--- src/design/assert_macros.svh ---
// ----------------------------------------------------------------------------
// assert_macros.svh
// Shared concurrent assertion macros for the design.
// ----------------------------------------------------------------------------
`ifndef ASSERT_MACROS_SVH
`define ASSERT_MACROS_SVH

// Same-cycle implication, quiet while reset is asserted.
`define ASSERT_IMP(lbl, clk, rstn, ante, cons) \
  lbl: assert property (@(posedge clk) disable iff (!(rstn)) (ante) |-> (cons)) \
    else $error("assertion failed");

// Next-cycle implication, quiet while reset is asserted.
`define ASSERT_NXT(lbl, clk, rstn, ante, cons) \
  lbl: assert property (@(posedge clk) disable iff (!(rstn)) (ante) |=> (cons)) \
    else $error("assertion failed");

`endif

--- src/design/dssel_ram.sv ---
`timescale 1ns / 1ps
// ----------------------------------------------------------------------------
// dssel_ram
// Simple dual-port RAM: one write port, one read port with registered data.
// ----------------------------------------------------------------------------
module dssel_ram #(
  parameter int WIDTH = 16,
  parameter int DEPTH = 256,
  parameter int AW    = (DEPTH > 1) ? $clog2(DEPTH) : 1
) (
  input  logic             clk,
  input  logic             we,
  input  logic [AW-1:0]    waddr,
  input  logic [WIDTH-1:0] wdata,
  input  logic [AW-1:0]    raddr,
  output logic [WIDTH-1:0] rdata
);

  logic [WIDTH-1:0] mem [DEPTH];

  always_ff @(posedge clk) begin
    if (we) begin
      mem[waddr] <= wdata;
    end
    rdata <= mem[raddr];
  end

endmodule

--- config.mk ---
export PLATFORM = sky130hd
export DESIGN_NAME = dssel_ram
export DESIGN_NICKNAME = d
export VERILOG_FILES = /design/src/design/assert_macros.svh /design/src/design/dssel_ram.sv
export SDC_FILE = /design/constraint.sdc
export NUM_CORES = 2
export LEC_CHECK = 0
export BUFFER_PORTS_ARGS = -buffer_cell sky130_fd_sc_hd__clkbuf_2
export CELL_PAD_IN_SITES_DETAIL_PLACEMENT = 0
export CELL_PAD_IN_SITES_GLOBAL_PLACEMENT = 2
export CORE_ASPECT_RATIO = 0.75
export CORE_MARGIN = 8
export CORE_UTILIZATION = 45
export DETAILED_ROUTE_END_ITERATION = 6
export PLACE_DENSITY = 0.7
export SLEW_MARGIN = 20
export SYNTH_ARGS = -nofsm -noshare
export SYNTH_HDL_FRONTEND = slang
export SYNTH_SLANG_ARGS = --single-unit
--- constraint.sdc ---
create_clock -name clk -period 3.8 [get_ports clk]
set_input_delay 0.95 -clock clk [delete_from_list [all_inputs] [get_ports clk]]
set_output_delay 0.95 -clock clk [all_outputs]
set_load 0.01 [all_outputs]
# Yosys cells after proc, flatten, opt, wreduce, memory -nomap -nowiden
# Memory sizes are Yosys's and may differ from the RTL's. A register that Yosys moved wholly into a read port is not among the register bits.
# Cells that the tools add are included.
# op_classes
mux	2
# op_table
cell	n
two-way mux 1 bit	2
# word_totals
inputBits	34
wordCells	3
output_inout_bits	16
ramBits	4096
mem_count	1
reg_bits	0
# memory_table
memory	depth	width	read_ports	rd_ports_with_merged_regs	wr	line_no	source
mem	256	16	1	1	1	dssel_ram.sv:19	logic [WIDTH-1:0] mem [DEPTH];

# Logic depth before layout (Yosys ltp)
# logic_depth
word_depth	2
depth_mapped	12
mapped_depth_nobuf	6

# Least setup slack after synthesis
# Ideal clock, no wire load.
# synth_timing
path_kind	in2reg
from	input waddr[3]
to	memory mem[235][0] (enable)
arrival_ns	2.727
path_buffers	3
path_stages	6
required_time_ns	3.412
setup_time_ns	0.388
setup_slack_ns	0.685
path_cell_list	clkbuf_1 > nor2b_1 > clkbuf_1 > nand4_1 > clkbuf_1 > nor2_1
# synth_lines
element	line_no	source
from (decl)	dssel_ram.sv:13	input logic [AW-1:0] waddr,
to (decl)	dssel_ram.sv:19	
# No word-level cell before the write port.

==> results.json <==
{
  "drcViolationCount": 0,
  "finalWirelength_mm": 447,
  "synth-edff-count": 4096,
  "fin_util": 0.521,
  "rsz0062_at_grt": "false",
  "htreeDepth": 5,
  "finalCritPeriodShare": 0.883,
  "timing.final.ws_setup_ns": 0.445,
  "gr-usage-all-layers": 0.236,
  "syn-cell-area_um2": 159000,
  "routedWlPerCell_um": 33.7,
  "post_cts_buffers": 0,
  "worst-path-buf-inv": 4,
  "grt_pass1_wl_mm": 625,
  "async_flop_share": 0,
  "min_to": "mem[106][3]",
  "viasPerCell": 6.12,
  "hold_path_depth": 1,
  "worstPathMaxFanout": 16,
  "setup.worst_path.class": "primary input to register",
  "cp.arrival_ns": 4.14,
  "slew_headroom": 0.187,
  "ys_warn_count": 0,
  "slowest_delay_ns": 0.72,
  "synth-seq-area-share": 0.777,
  "rrSetupSlack_ns": 0.76,
  "cp_slowest_cell": "o32ai_1",
  "power_mw": 94.4,
  "placedCellCount": 12500,
  "ios": 50,
  "grt-busiest-layer": "met1",
  "crit_top_cell": "buf_12",
  "cp_top_family": "compound AO/OA/AOI/OAI gates",
  "power.leakage_nw": 59.1,
  "layout.nets": 8284,
  "worstHoldStart": "wdata[3]",
  "ir_drop_v": 0.000458,
  "area_growth_pct": 15.7,
  "cts_buffers": 399,
  "fin_cells": 13300,
  "vias": 81100,
  "use_met1": 0.362,
  "dpl.hpwl_mm": 281,
  "fin_crit_ns": 3.36,
  "die-area_um2": 372000,
  "status": "finished clean",
  "cts_tree": "built",
  "r2r_end": "rdata[2]",
  "hp-class": "primary input to register",
  "insertion_delay_ns": 0.95,
  "die_y_um": 530,
  "end_kind": "register",
  "first_iter_violations": 11100,
  "grtUsageMet2": 0.349,
  "grt-ovfl-total": 0,
  "synth_seq_cells": 4112,
  "start_kind": "primary input",
  "antenna_found_initial": 33,
  "ff2ff_path_depth": 6,
  "clock-root-buffer": "clkbuf_16",
  "fin_skew_ns": 0.0637,
  "gp_congestion": 0.865,
  "clock-sinks": 4112,
  "rows": 189,
  "ys_types": 52,
  "drv_slew": 0,
  "tightest_slew_ns": 1.22,
  "core_um2": 352000,
  "rr_startpoint": "mem[56][2]",
  "synth_nets": 7394,
  "cp_cell_sequence": "buf_12 -> buf_12 -> buf_12 -> mux4_2 -> mux4_2 -> a22o_1 -> o32ai_1 -> buf_4 -> nor4_1",
  "grt_pass1_vias": 78800,
  "clockBufferDepth": 4,
  "crit_required_ns": 4.58,
  "ant_nets": 0,
  "postSynthCellCount": 7360,
  "die-width_um": 702,
  "hold_viol": 0,
  "cts_hold_buf": 0,
  "dpl_worst_slack_ns": -0.521,
  "setup_viol": 0,
  "numPortBuffers": 49,
  "power_density_nw_per_um2": 514,
  "avgSynthCellArea_um2": 21.6,
  "drt-pass1-iter-count": 5,
  "clkTransAtPathRegs_ns": 0.06,
  "drive_above_1_share": 0.292,
  "max_freq_mhz": 298,
  "tns_ns": 0,
  "cts_resized": 0,
  "grt_max_degree": 114,
  "use_met3": 0.0534,
  "start_util": 0.450,
  "yosys_most_used_dff": "edfxtp_1",
  "drv_cap": 0
}
[power breakdown]
group          total [mW]  switching [mW]  internal, mW
Combinational        5.24            3.31          1.93
Clock                39.1            17.0          22.1
Sequential           50.1          0.0907          50.0
[per-layer routing]
| layer | routed length [µm] | part of all wire |
|---|---|---|
| met1 | 195000 | 0.44 |
| met2 | 198000 | 0.44 |
| met3 | 45000 | 0.10 |
| met4 | 9280 | 0.021 |
| met5 | 54 | 0.00012 |
[registers in the layout (all words and copies together), names as in the netlist]
register / cells
mem: 4096
rdata: 16
[cell usage in the layout (no fill, tap or decap), types with 75 or more instances in the layout]
master | netlist | layout
clkinv_1 | 0 | 86
buf_4 | 26 | 767
mux2i_1 | 565 | 565
edfxtp_1 | 4096 | 4096
clkbuf_1 | 230 | 75
o22ai_1 | 148 | 148
nor3_1 | 92 | 90
buf_12 | 5 | 125
mux2_2 | 88 | 88
nor2_1 | 304 | 214
clkbuf_16 | 0 | 404
o221ai_1 | 252 | 252
mux4_2 | 797 | 797
a21oi_1 | 175 | 175
nor2_2 | 0 | 90
clkinv_2 | 0 | 77
[layout make-up]
cell class | count | area, µm²
fillers | 27300 | 169000
flip-flops and latches | 4112 | 123000
multi-input cells | 2792 | 33000
clock buffers | 483 | 10400
repair buffers | 941 | 8700
well taps | 4679 | 5850
clock inverters | 235 | 2230
inverters | 4 | 27.5
diodes | 5 | 12.5
[worst register-to-register path: cells and delay by family, from the launching register on]
family,cells,cell delay (ns)
AOI/OAI and AO/OA,2,1.21
DFF,1,0.37
muxes,2,1.01
buffers and inverters,1,0.24
and+or+nand+nor,1,0.05
[synth_stat cells (2+ instances only)]
library cell | count | share of area
buf_8 | 11 | 0.0010
buf_6 | 77 | 0.0055
a22oi_1 | 43 | 0.0020
buf_1 | 27 | 0.00064
a211oi_1 | 18 | 0.00085
nand4b_1 | 3 | 0.00017
dfxtp_1 | 16 | 0.0020
and3_1 | 11 | 0.00043
inv_1 | 3 | 0.000071
or2_2 | 4 | 0.00016
nor4bb_1 | 2 | 0.00013
and4_1 | 2 | 0.00011
o32ai_1 | 20 | 0.0011
nand4_1 | 26 | 0.0010
nand2_1 | 38 | 0.00090
or3_1 | 2 | 0.000079
buf_12 | 5 | 0.00063
o21ai_0 | 37 | 0.0012
nor2b_1 | 9 | 0.00035
o221ai_1 | 252 | 0.014
o22ai_1 | 148 | 0.0058
mux2i_1 | 565 | 0.036
buf_4 | 26 | 0.0012
a221oi_1 | 28 | 0.0015
o31ai_1 | 16 | 0.00076
a21oi_1 | 175 | 0.0055
nand3_1 | 35 | 0.0011
nand2b_1 | 3 | 0.00012
a22o_1 | 32 | 0.0018
nor3_1 | 92 | 0.0029
buf_2 | 76 | 0.0024
a2111oi_0 | 6 | 0.00033
a31oi_1 | 6 | 0.00024
mux2_2 | 88 | 0.0062
a21o_1 | 2 | 0.000095
nor4_1 | 17 | 0.00067
edfxtp_1 | 4096 | 0.77
nor2_1 | 304 | 0.0072
clkbuf_1 | 230 | 0.0054
mux4_2 | 797 | 0.11
[per-stage QoR]
stage	cell area (µm²)	hold slack [ns]
2_1_floorplan	159000	0.854
6_report	184000	0.412
4_1_cts	184000	0.343
5_1_grt	184000	0.378
3_3_place_gp	171000	1.01
3_5_place_dp	171000	1.05
[cell families (layout without fill, tap and decap cells)]
group	after synthesis	in the layout	synth area share
DFF	4112	4112	0.777
muxes	1450	1450	0.155
AOI/OAI and AO/OA	786	786	0.0354
and+or+nand+nor	556	556	0.0157
buffers and inverters	456	1663	0.0169
other	0	5	0
[worst max path at each step]
stage	start	endpoint	slack, ns	depth (start not counted)
final	raddr[0]	rdata[2]	0.44	9
after detailed placement	raddr[0]	rdata[5]	-0.52	13
after global routing	raddr[0]	rdata[5]	0.33	13
after floorplan	waddr[3]	mem[235][0]	0.68	6
after global placement	raddr[0]	rdata[12]	-0.64	12
after CTS	raddr[0]	rdata[5]	0.48	13
(Power assumes the default switching activity.)
