## config.mk

```make
export PLATFORM = sky130hd
export DESIGN_NAME = dssel_chain
export DESIGN_NICKNAME = d
export VERILOG_FILES = /design/src/design/dssel_pkg.sv /design/src/design/dssel_cell.sv /design/src/design/dssel_chain.sv
export VERILOG_INCLUDE_DIRS = /design/src /design/src/design
export SDC_FILE = /design/constraint.sdc
export NUM_CORES = 1
export LEC_CHECK = 0
export BUFFER_PORTS_ARGS = -buffer_cell sky130_fd_sc_hd__buf_2
export CELL_PAD_IN_SITES_DETAIL_PLACEMENT = 2
export CELL_PAD_IN_SITES_GLOBAL_PLACEMENT = 2
export CORE_UTILIZATION = 41
export CTS_CLUSTER_SIZE = 8
export DETAILED_ROUTE_END_ITERATION = 10
export PLACE_DENSITY_LB_ADDON = 0.1
export SYNTH_ARGS = -nofsm -noshare
export SYNTH_HDL_FRONTEND = slang
export SYNTH_SLANG_ARGS = --single-unit
```

## constraint.sdc

```tcl
create_clock -name clk -period 6.1 [get_ports clk]
set_input_delay 0.305 -clock clk [delete_from_list [all_inputs] [get_ports clk]]
set_output_delay 0.305 -clock clk [all_outputs]
set_load 0.05 [all_outputs]
```

## src/design/assert_macros.svh

```systemverilog
// ----------------------------------------------------------------------------
// assert_macros.svh
// Shared concurrent assertion macros for the design.
// ----------------------------------------------------------------------------
`ifndef ASSERT_MACROS_SVH
`define ASSERT_MACROS_SVH

// Same-cycle implication, quiet while reset is asserted.
`define ASSERT_IMP(lbl, clk, rstn, ante, cons) \
  lbl: assert property (@(posedge clk) disable iff (!(rstn)) (ante) |-> (cons)) \
    else $error("assertion failed");

// Next-cycle implication, quiet while reset is asserted.
`define ASSERT_NXT(lbl, clk, rstn, ante, cons) \
  lbl: assert property (@(posedge clk) disable iff (!(rstn)) (ante) |=> (cons)) \
    else $error("assertion failed");

`endif

```

## src/design/dssel_pkg.sv

```systemverilog
`timescale 1ns / 1ps
// ----------------------------------------------------------------------------
// dssel_pkg
// Field widths, action codes, list entry types and the sigmoid table.
// ----------------------------------------------------------------------------
package dssel_pkg;

  localparam int ACT_W       = 2;
  localparam int IDX_W       = 8;
  localparam int VAL_W       = 16;
  localparam int PID_W       = 20;
  localparam int RANK_F_W    = 4;
  localparam int SCORE_W     = 17;
  localparam int VLEN_W      = 9;
  localparam int IN_DATA_W   = 48;
  localparam int OUT_DATA_W  = 48;
  localparam int PROD_W      = 32;
  localparam int ACC_W       = 48;
  localparam int FRAC_W      = 24;
  localparam int SIG_LIMIT   = 10;
  localparam int ROM_DEPTH   = 2001;
  localparam int ROM_LAST    = 2000;
  localparam int ROM_AW      = 11;
  localparam int SPAN_W      = 29;
  localparam int SPAN_MUL    = 100;
  localparam int SPAN_PROD_W = 36;
  localparam int VLEN_RESET  = 256;

  localparam logic [ACT_W-1:0] ACT_LOAD  = 2'd0;
  localparam logic [ACT_W-1:0] ACT_CAND  = 2'd1;
  localparam logic [ACT_W-1:0] ACT_FLUSH = 2'd2;

  localparam logic [SCORE_W-1:0] SCORE_ONE = 17'h10000;
  localparam logic signed [ACC_W-1:0] SUM_LIM = ACC_W'(SIG_LIMIT * (1 << FRAC_W));

  localparam logic [63:0] ONE_Q62 = 64'h4000_0000_0000_0000;

  typedef struct packed {
    logic               filled;
    logic [SCORE_W-1:0] score;
    logic [PID_W-1:0]   id;
  } entry_t;

  typedef struct packed {
    logic ins;
    logic shift;
  } cell_op_t;

  typedef struct packed {
    logic ins;
    logic flush;
  } chain_cmd_t;

  typedef struct packed {
    logic valid;
    logic last;
    logic busy;
  } chain_stat_t;

  // Shift-subtract quotient, evaluated at elaboration only.
  function automatic logic [63:0] udiv64(input logic [63:0] n, input logic [63:0] d);
    logic [63:0] q;
    logic [64:0] r;
    int          b;
    q = '0;
    r = '0;
    for (b = 63; b >= 0; b--) begin
      r = {r[63:0], n[b]};
      if (r >= {1'b0, d}) begin
        r    = r - {1'b0, d};
        q[b] = 1'b1;
      end
    end
    return q;
  endfunction

  // Entry i holds round(65536 / (1 + exp(-(i-1000)/100))); the top entry is 1.0.
  function automatic logic [ROM_DEPTH*SCORE_W-1:0] build_sig_table();
    logic [ROM_DEPTH*SCORE_W-1:0] tab;
    logic [63:0]                  term;
    logic [63:0]                  step;
    logic [63:0]                  e;
    logic [63:0]                  d;
    logic [63:0]                  s;
    logic [127:0]                 p;
    int                           k;
    int                           n;
    tab  = '0;
    term = ONE_Q62;
    step = ONE_Q62;
    e    = ONE_Q62;
    // exp(-1/100) by its series
    for (k = 1; k <= 12; k++) begin
      term = udiv64(term, 64'(100 * k));
      if (k[0]) begin
        step = step - term;
      end else begin
        step = step + term;
      end
    end
    for (n = 0; n <= 1000; n++) begin
      d = (ONE_Q62 + e) >> 20;
      s = udiv64((64'd1 << 58) + (d >> 1), d);
      tab[(1000 + n)*SCORE_W +: SCORE_W] = s[SCORE_W-1:0];
      tab[(1000 - n)*SCORE_W +: SCORE_W] = SCORE_ONE - s[SCORE_W-1:0];
      p = {64'd0, e} * {64'd0, step};
      e = p[125:62];
    end
    tab[ROM_LAST*SCORE_W +: SCORE_W] = SCORE_ONE;
    return tab;
  endfunction

  localparam logic [ROM_DEPTH*SCORE_W-1:0] SIG_TABLE = build_sig_table();

endpackage

```

## src/design/dssel_cell.sv

```systemverilog
`timescale 1ns / 1ps
// ----------------------------------------------------------------------------
// dssel_cell
// One slot of the sorted list: holds, takes a new entry, or takes a neighbor.
// ----------------------------------------------------------------------------
module dssel_cell (
  input  logic              clk,
  input  logic              rst_n,
  input  dssel_pkg::cell_op_t op,
  input  dssel_pkg::entry_t new_ent,
  input  dssel_pkg::entry_t left_ent,
  input  dssel_pkg::entry_t right_ent,
  input  logic              hit_in,
  output dssel_pkg::entry_t ent_o,
  output logic              hit_o
);
  import dssel_pkg::*;

  logic               filled_r;
  logic               filled_nxt;
  logic [SCORE_W-1:0] score_r;
  logic [SCORE_W-1:0] score_nxt;
  logic [PID_W-1:0]   id_r;
  logic [PID_W-1:0]   id_nxt;
  logic               take;

  assign ent_o = '{filled: filled_r, score: score_r, id: id_r};

  // ties keep the older entry: only a strictly better score takes the slot
  assign take  = !filled_r || (new_ent.score > score_r);
  assign hit_o = hit_in | take;

  always_comb begin
    filled_nxt = filled_r;
    score_nxt  = score_r;
    id_nxt     = id_r;
    if (op.shift) begin
      filled_nxt = right_ent.filled;
      score_nxt  = right_ent.score;
      id_nxt     = right_ent.id;
    end else if (op.ins) begin
      if (hit_in) begin
        filled_nxt = left_ent.filled;
        score_nxt  = left_ent.score;
        id_nxt     = left_ent.id;
      end else if (take) begin
        filled_nxt = 1'b1;
        score_nxt  = new_ent.score;
        id_nxt     = new_ent.id;
      end
    end
  end

  always_ff @(posedge clk) begin
    if (!rst_n) begin
      filled_r <= 1'b0;
    end else begin
      filled_r <= filled_nxt;
    end
  end

  always_ff @(posedge clk) begin
    score_r <= score_nxt;
    id_r    <= id_nxt;
  end

endmodule

```

## src/design/dssel_chain.sv

```systemverilog
`timescale 1ns / 1ps
// ----------------------------------------------------------------------------
// dssel_chain
// Row of list cells: sorted insert by all cells in parallel, unload through the head cell.
// ----------------------------------------------------------------------------
`include "assert_macros.svh"

module dssel_chain #(
  parameter int TOP_K  = 10,
  parameter int RANK_W = (TOP_K > 1) ? $clog2(TOP_K) : 1
) (
  input  logic                   clk,
  input  logic                   rst_n,
  input  dssel_pkg::chain_cmd_t  cmd,
  input  dssel_pkg::entry_t      new_ent,
  input  logic                   out_ready,
  output dssel_pkg::chain_stat_t stat,
  output dssel_pkg::entry_t      head_ent,
  output logic [RANK_W-1:0]      rank_o
);
  import dssel_pkg::*;

  entry_t            ent_pad [TOP_K+1];
  logic              hit     [TOP_K+1];
  cell_op_t          op;
  logic              unload_r;
  logic              unload_nxt;
  logic [RANK_W-1:0] rank_r;
  logic [RANK_W-1:0] rank_nxt;
  logic              shift;
  logic              head_last;

  assign ent_pad[TOP_K] = '0;
  assign hit[0]         = 1'b0;

  assign head_last = !ent_pad[1].filled;
  assign stat.valid = unload_r && ent_pad[0].filled;
  assign stat.last  = head_last;
  assign stat.busy  = unload_r;
  assign head_ent   = ent_pad[0];
  assign rank_o     = rank_r;

  assign shift    = stat.valid && out_ready;
  assign op.shift = shift;
  assign op.ins   = cmd.ins;

  for (genvar k = 0; k < TOP_K; k++) begin : g_cell
    entry_t left_ent;
    if (k == 0) begin : g_head
      assign left_ent = '0;
    end else begin : g_body
      assign left_ent = ent_pad[k-1];
    end
    dssel_cell u_cell (
      .clk       (clk),
      .rst_n     (rst_n),
      .op        (op),
      .new_ent   (new_ent),
      .left_ent  (left_ent),
      .right_ent (ent_pad[k+1]),
      .hit_in    (hit[k]),
      .ent_o     (ent_pad[k]),
      .hit_o     (hit[k+1])
    );
  end

  always_comb begin
    unload_nxt = unload_r;
    rank_nxt   = rank_r;
    if (cmd.flush && ent_pad[0].filled) begin
      unload_nxt = 1'b1;
      rank_nxt   = '0;
    end else if (shift) begin
      rank_nxt = rank_r + RANK_W'(1);
      if (head_last) begin
        unload_nxt = 1'b0;
      end
    end
  end

  always_ff @(posedge clk) begin
    if (!rst_n) begin
      unload_r <= 1'b0;
      rank_r   <= '0;
    end else begin
      unload_r <= unload_nxt;
      rank_r   <= rank_nxt;
    end
  end

  // filled slots always form a prefix of the row
  for (genvar k = 1; k < TOP_K; k++) begin : g_chk
    `ASSERT_IMP(a_fill_prefix, clk, rst_n, ent_pad[k].filled, ent_pad[k-1].filled)
  end

  `ASSERT_IMP(a_no_cmd_unload, clk, rst_n, unload_r, !cmd.ins && !cmd.flush)
  `ASSERT_NXT(a_last_ends_unload, clk, rst_n, shift && head_last, !stat.valid)

endmodule

```

Word level (Yosys, flattened, before mapping) --
Index checks and enable logic that the tools add are counted.
Word-level totals: register bits after elaboration 385, input bits 43
Cells by class: reductions and logical operators 48, eq/ne operators 1, muxes and demuxes 114, bitwise gates (word level) 9, add/subtract/negate cells 1, $lt $le $gt $ge 10
Operator list (count):
- 20-bit 2-to-1 mux | 37
- 17-bit 2-to-1 mux | 37
- 17-bit greater-than comparator | 10
- 1-bit 2-to-1 mux | 40
- 3-bit nonzero test | 8
- 2-bit AND reduction | 11
- 1-bit zero test | 10
- 1-bit logical OR | 10
- 1-bit bitwise OR | 8
- 2-bit nonzero test | 4
- 4-bit by 1-bit adder with 4-bit output (second input constant) | 1
- 2-bit OR reduction | 2
- 1-bit logical AND | 3
- 2-bit != test (second input constant) | 1
- 1-bit inverter | 1

Longest topological paths before layout --
depth in word-level cells 12, depth in mapped cells 13, depth with buffers taken out 10

Cells and area by module --
Synthesis repeated with hierarchy kept, for this count alone.
Second synthesis, totals: cell total of the unflattened synthesis 2337, area, all modules 24111.9 um^2
By module, submodules not included:
- dssel_cell (g_cell[0].u_cell ...) | area an instance 2381.0 um^2, times used 6, cells an instance 230, seq. area each 1131.1 um^2
- dssel_cell (g_cell[6].u_cell ...) | area an instance 2394.8 um^2, times used 4, cells an instance 232, seq. area each 1131.1 um^2
- dssel_chain | area an instance 246.5 um^2, times used 1, cells an instance 29, seq. area each 100.1 um^2

Least setup slack after synthesis --
OpenSTA, ideal clock, no wires.
kind register to register, from register g_cell[0].u_cell.score_r[14], to register g_cell[4].u_cell.id_r[0], enable pin, data required time 5.617 ns, arrival time 4.877 ns, stages on the path, launching flop included 13, clock period less this slack 5.360 ns, path slack 0.740 ns, setup time 0.483 ns, buffers on the path 3, cells stage by stage edfxtp_1 -> inv_1 -> ha_1 -> nand4_1 -> nor4_1 -> a21boi_0 -> o31ai_1 -> buf_2 -> nand3_1 -> nor3_1 -> buf_2 -> buf_2 -> o21ai_0
Between the ends: cells in the longest elaborated chain, start to end 7
Ends and longest elaborated chain:
- start: declaration | line dssel_cell.sv:21 | logic [SCORE_W-1:0] score_r;
- start signal: assignment | line dssel_cell.sv:63 | score_r <= score_nxt;
- 17-bit greater-than comparator | line dssel_cell.sv:30 | assign take = !filled_r || (new_ent.score > score_r);
- 1-bit logical OR | line dssel_cell.sv:30
- 1-bit bitwise OR (3 in series) | line dssel_cell.sv:31 | assign hit_o = hit_in | take;
- 3-bit nonzero test (no source line)
- 2-bit AND reduction (no source line)
- end signal: assignment | line dssel_cell.sv:64 | id_r <= id_nxt;
- end: declaration | line dssel_cell.sv:23 | logic [PID_W-1:0] id_r;
No other way between the ends. A chain may end at the register's enable or synchronous reset.

Worst setup path after layout --
from register g_cell[4].u_cell.score_r[10], to register g_cell[8].u_cell.score_r[3], enable pin
Between the ends: cells in the longest elaborated chain, start to end 8
Ends and longest elaborated chain (line):
- start: declaration | dssel_cell.sv:21
- start signal: assignment | dssel_cell.sv:63
- 17-bit greater-than comparator | dssel_cell.sv:30
- 1-bit logical OR | dssel_cell.sv:30
- 1-bit bitwise OR (4 in series) | dssel_cell.sv:31
- 3-bit nonzero test (no source line)
- 2-bit AND reduction (no source line)
- end signal: assignment | dssel_cell.sv:63
- end: declaration | dssel_cell.sv:21
No other way between the ends.

==> results.py <==
metrics = {
    "sta": {
        "finalMaxSlewViolations": 0,
        "fin_crit_ns": 4.54,
        "max_freq_mhz": 220,
        "rsz0062_at_grt": "no",
        "whs_ns": 0.0941,
        "slew_headroom_pct": 16.2,
        "clock_skew_ns": 0.0313,
        "finalHoldViolCount": 0,
        "fin_crit_sh_pct": 74.5,
        "finalSetupViolCount": 0,
        "tightest_slew_ns": 1.25,
        "fin_tns_setup_ns": 0,
    },
    "grt": {
        "grt_overflow": 0,
        "antenna_found_initial": 0,
        "grt_max_degree": 265,
        "grt_pass1_vias": 20299,
        "track_usage_pct": 25.3,
        "grt_pass1_wl_mm": 117,
    },
    "floorplanning": {
        "fp.dieArea_mm2": 0.0586,
        "fp-row-count": 87,
        "ioPinCount": 88,
        "die-width_um": 242,
        "die_y_um": 242,
        "coreArea_mm2": 0.0567,
        "start_util_pct": 41.7,
    },
    "layout": {
        "diodes": 0,
        "fillers": 5943,
        "syn_to_final_growth_pct": 10.7,
        "drive_gt1_share_pct": 8.74,
        "nets": 2598,
    },
    "critical_path": {
        "worstSetupStartpointType": "flop",
        "crit_type": "reg2reg",
        "end_kind": "flop",
        "critPathTopFamily": "simple AND/OR/NAND/NOR gates",
        "critPathSlowestCell": "nand2_2",
        "required_ns": 6.15,
        "cp_max_fo": 37,
        "r2r_cells": 10,
        "max_stage_delay_ns": 0.71,
        "crit_arrival_ns": 4.60,
        "cp_cell_sequence": "inv_1 > ha_1 > nand4_1 > or4_1 > mux2i_1 > a32oi_1 > or4b_1 > nor4_2 > a21o_1 > nand2_2",
        "cp_num_cells": 10,
        "path_buf_inv": 1,
    },
    "clocking": {
        "clock_latency_ns": 0.62,
        "ctsResizeCount": 0,
        "numCtsBuffers": 54,
        "cts_tree": "done",
        "cts-root-buf": "clkbuf_16",
        "htree_levels": 2,
        "clock_sinks": 385,
        "clk_pin_slew_ns": 0.06,
        "post_cts_buffers": 0,
        "cts_buffer_depth": 3,
    },
    "synthesis": {
        "synth-xor-area-share_pct": 0.111,
        "synthArstFlopShare_pct": 0,
        "ys_seq_elements": 385,
        "netlist_area_mm2": 0.0236,
        "yosys.area_share.simple_pct": 12.4,
        "syn-instance-count": 2412,
        "synth_top_family_by_area": "compound AO/OA/AOI/OAI gates",
        "synth-compound-area-share_pct": 13.5,
        "yosys_warnings": 0,
        "avgSynthCellArea_um2": 9.80,
        "synthAdderAreaFrac_pct": 9.05,
        "synth_nets": 2626,
        "synthMuxAreaShare_pct": 11.4,
        "ys_seq_area_share_pct": 46.7,
        "synth_ff_type": "edfxtp_1",
        "synth_edf_count": 333,
        "synth.distinct_cells": 59,
    },
    "run_status": {
        "status": "finished clean",
    },
    "place": {
        "routabilityCongestion": 0.833,
        "hpwl_mm": 50.5,
        "port_buffers": 86,
    },
    "pwr": {
        "ir_drop_v": 0.000197,
        "power.leakage_nw": 9.94,
        "power.density_mw_per_mm2": 275,
    },
    "detailed_routing": {
        "viasPerCell": 5.73,
        "via_count": 18252,
        "ant_nets": 0,
        "drt_first_pass_iters": 5,
        "wl_per_cell_um": 23.6,
        "wirelength_mm": 75.2,
        "first_iter_violations": 765,
        "drc_errors": 0,
    },
    "min_path": {
        "min_path_type": "in2reg",
        "hold_depth": 3,
    },
    "job": {
        "maxCapViolations": 0,
    },
}
==> logic make-up (layout without fill, tap and decap cells) <==
| family | count (synthesis) | after routing |
|---|---|---|
| AOI/OAI and AO/OA | 547 | 547 |
| xor gates and xnor gates | 3 | 3 |
| adders and majority gates | 171 | 171 |
| buffers and inverters | 380 | 395 |
| DFF | 385 | 385 |
| muxes | 270 | 270 |
| and+or+nand+nor | 656 | 656 |
==> tightest hold or removal path: cells and delay by family <==
| kind | cells | cell delay, ns |
|---|---|---|
| buffers and inverters | 1 | 0.15 |
| and+or+nand+nor | 1 | 0.06 |
| AOI/OAI and AO/OA | 1 | 0.07 |
==> synth_stat cells (all sizes together) (38+ instances only) <==
cell	number	area (µm²)
nand2	417	1570
buf	76	473
o21ai	353	1770
clkbuf	135	507
dfxtp	52	1040
a21oi	86	430
mux2i	269	2690
nor2	75	282
nand3b	38	285
ha	171	2140
inv	169	634
edfxtp	333	10000
==> path summary, 6_finish.rpt <==
path,endpoint,from,slack [ns]
worst max register to register,g_cell[8].u_cell.score_r[3],g_cell[4].u_cell.score_r[10],1.56
worst min-delay path,g_cell[0].u_cell.score_r[15],new_ent[35],0.09
worst max-delay path,g_cell[8].u_cell.score_r[3],g_cell[4].u_cell.score_r[10],1.56
worst min register to register,rank_o[3],rank_o[3],0.52
==> through the flow <==
stage | total power (W) | setup WS (ns) | util, % | instance area [µm²] | instances
after detailed placement | 0.00436 | 1.24 | 43.4 | 24600 | 3083
after global placement | 0.00428 | 1.33 | 43.4 | 24600 | 3083
final | 0.00721 | 1.56 | 46.1 | 26200 | 3183
after global routing | 0.00750 | 1.36 | 46.1 | 26200 | 3183
after CTS | 0.00729 | 1.53 | 46.1 | 26200 | 3183
after floorplan | 0.00399 | 0.740 | - | 23600 | 2412
==> sequential cells by signal, indices dropped and copies added, names as in the netlist <==
name and count:
g_cell.u_cell.filled_r 10, unload_r 1, rank_o 4, g_cell.u_cell.id_r 200, g_cell.u_cell.score_r 170
==> power breakdown <==
group | leakage [nW] | internal, W | switching [W]
Clock | 0.739 | 0.00166 | 0.00123
Sequential | 3.70 | 0.00315 | 0.000153
Combinational | 5.50 | 0.000355 | 0.000664
==> area by class of cell <==
cell class                 count  area [µm²]  share of cell area [%]
clock inverter                 2        60.1                   0.230
multi-input combinational   1647       11200                    42.6
inverter                     169         634                    2.42
sequential                   385       11000                    42.2
timing repair buffer         127         816                    3.12
tap                          756         946                    3.61
clock buffer                  97        1510                    5.78
==> cell usage in the layout (no fill, tap or decap), types with 52 or more instances in the layout <==
cell | Yosys | layout
ha_1 | 171 | 171
nor2_1 | 75 | 73
buf_2 | 24 | 86
mux2i_1 | 269 | 269
dfxtp_1 | 52 | 52
a21oi_1 | 86 | 86
clkbuf_16 | 0 | 54
o21ai_0 | 305 | 298
inv_1 | 169 | 169
edfxtp_1 | 333 | 333
nand2_1 | 417 | 414
==> per-layer routing <==
metal  vias to the layer above  global-route usage (%)  share of wire (%)
li1                       8537                       -                  -
met1                      9369                    31.2                 44
met2                       211                    46.0                 51
met3                       135                    2.51                2.0
met4                         0                    8.06                2.8
met5                         -                       0                  0
==> timing repair <==
| action | CTS | global route |
|---|---|---|
| endpoints found under the setup margin | 0 | 0 |
| endpoints found under the hold margin | 1 | 0 |
| hold buffers | 1 | 0 |
Power figures use the tool's default switching activity.
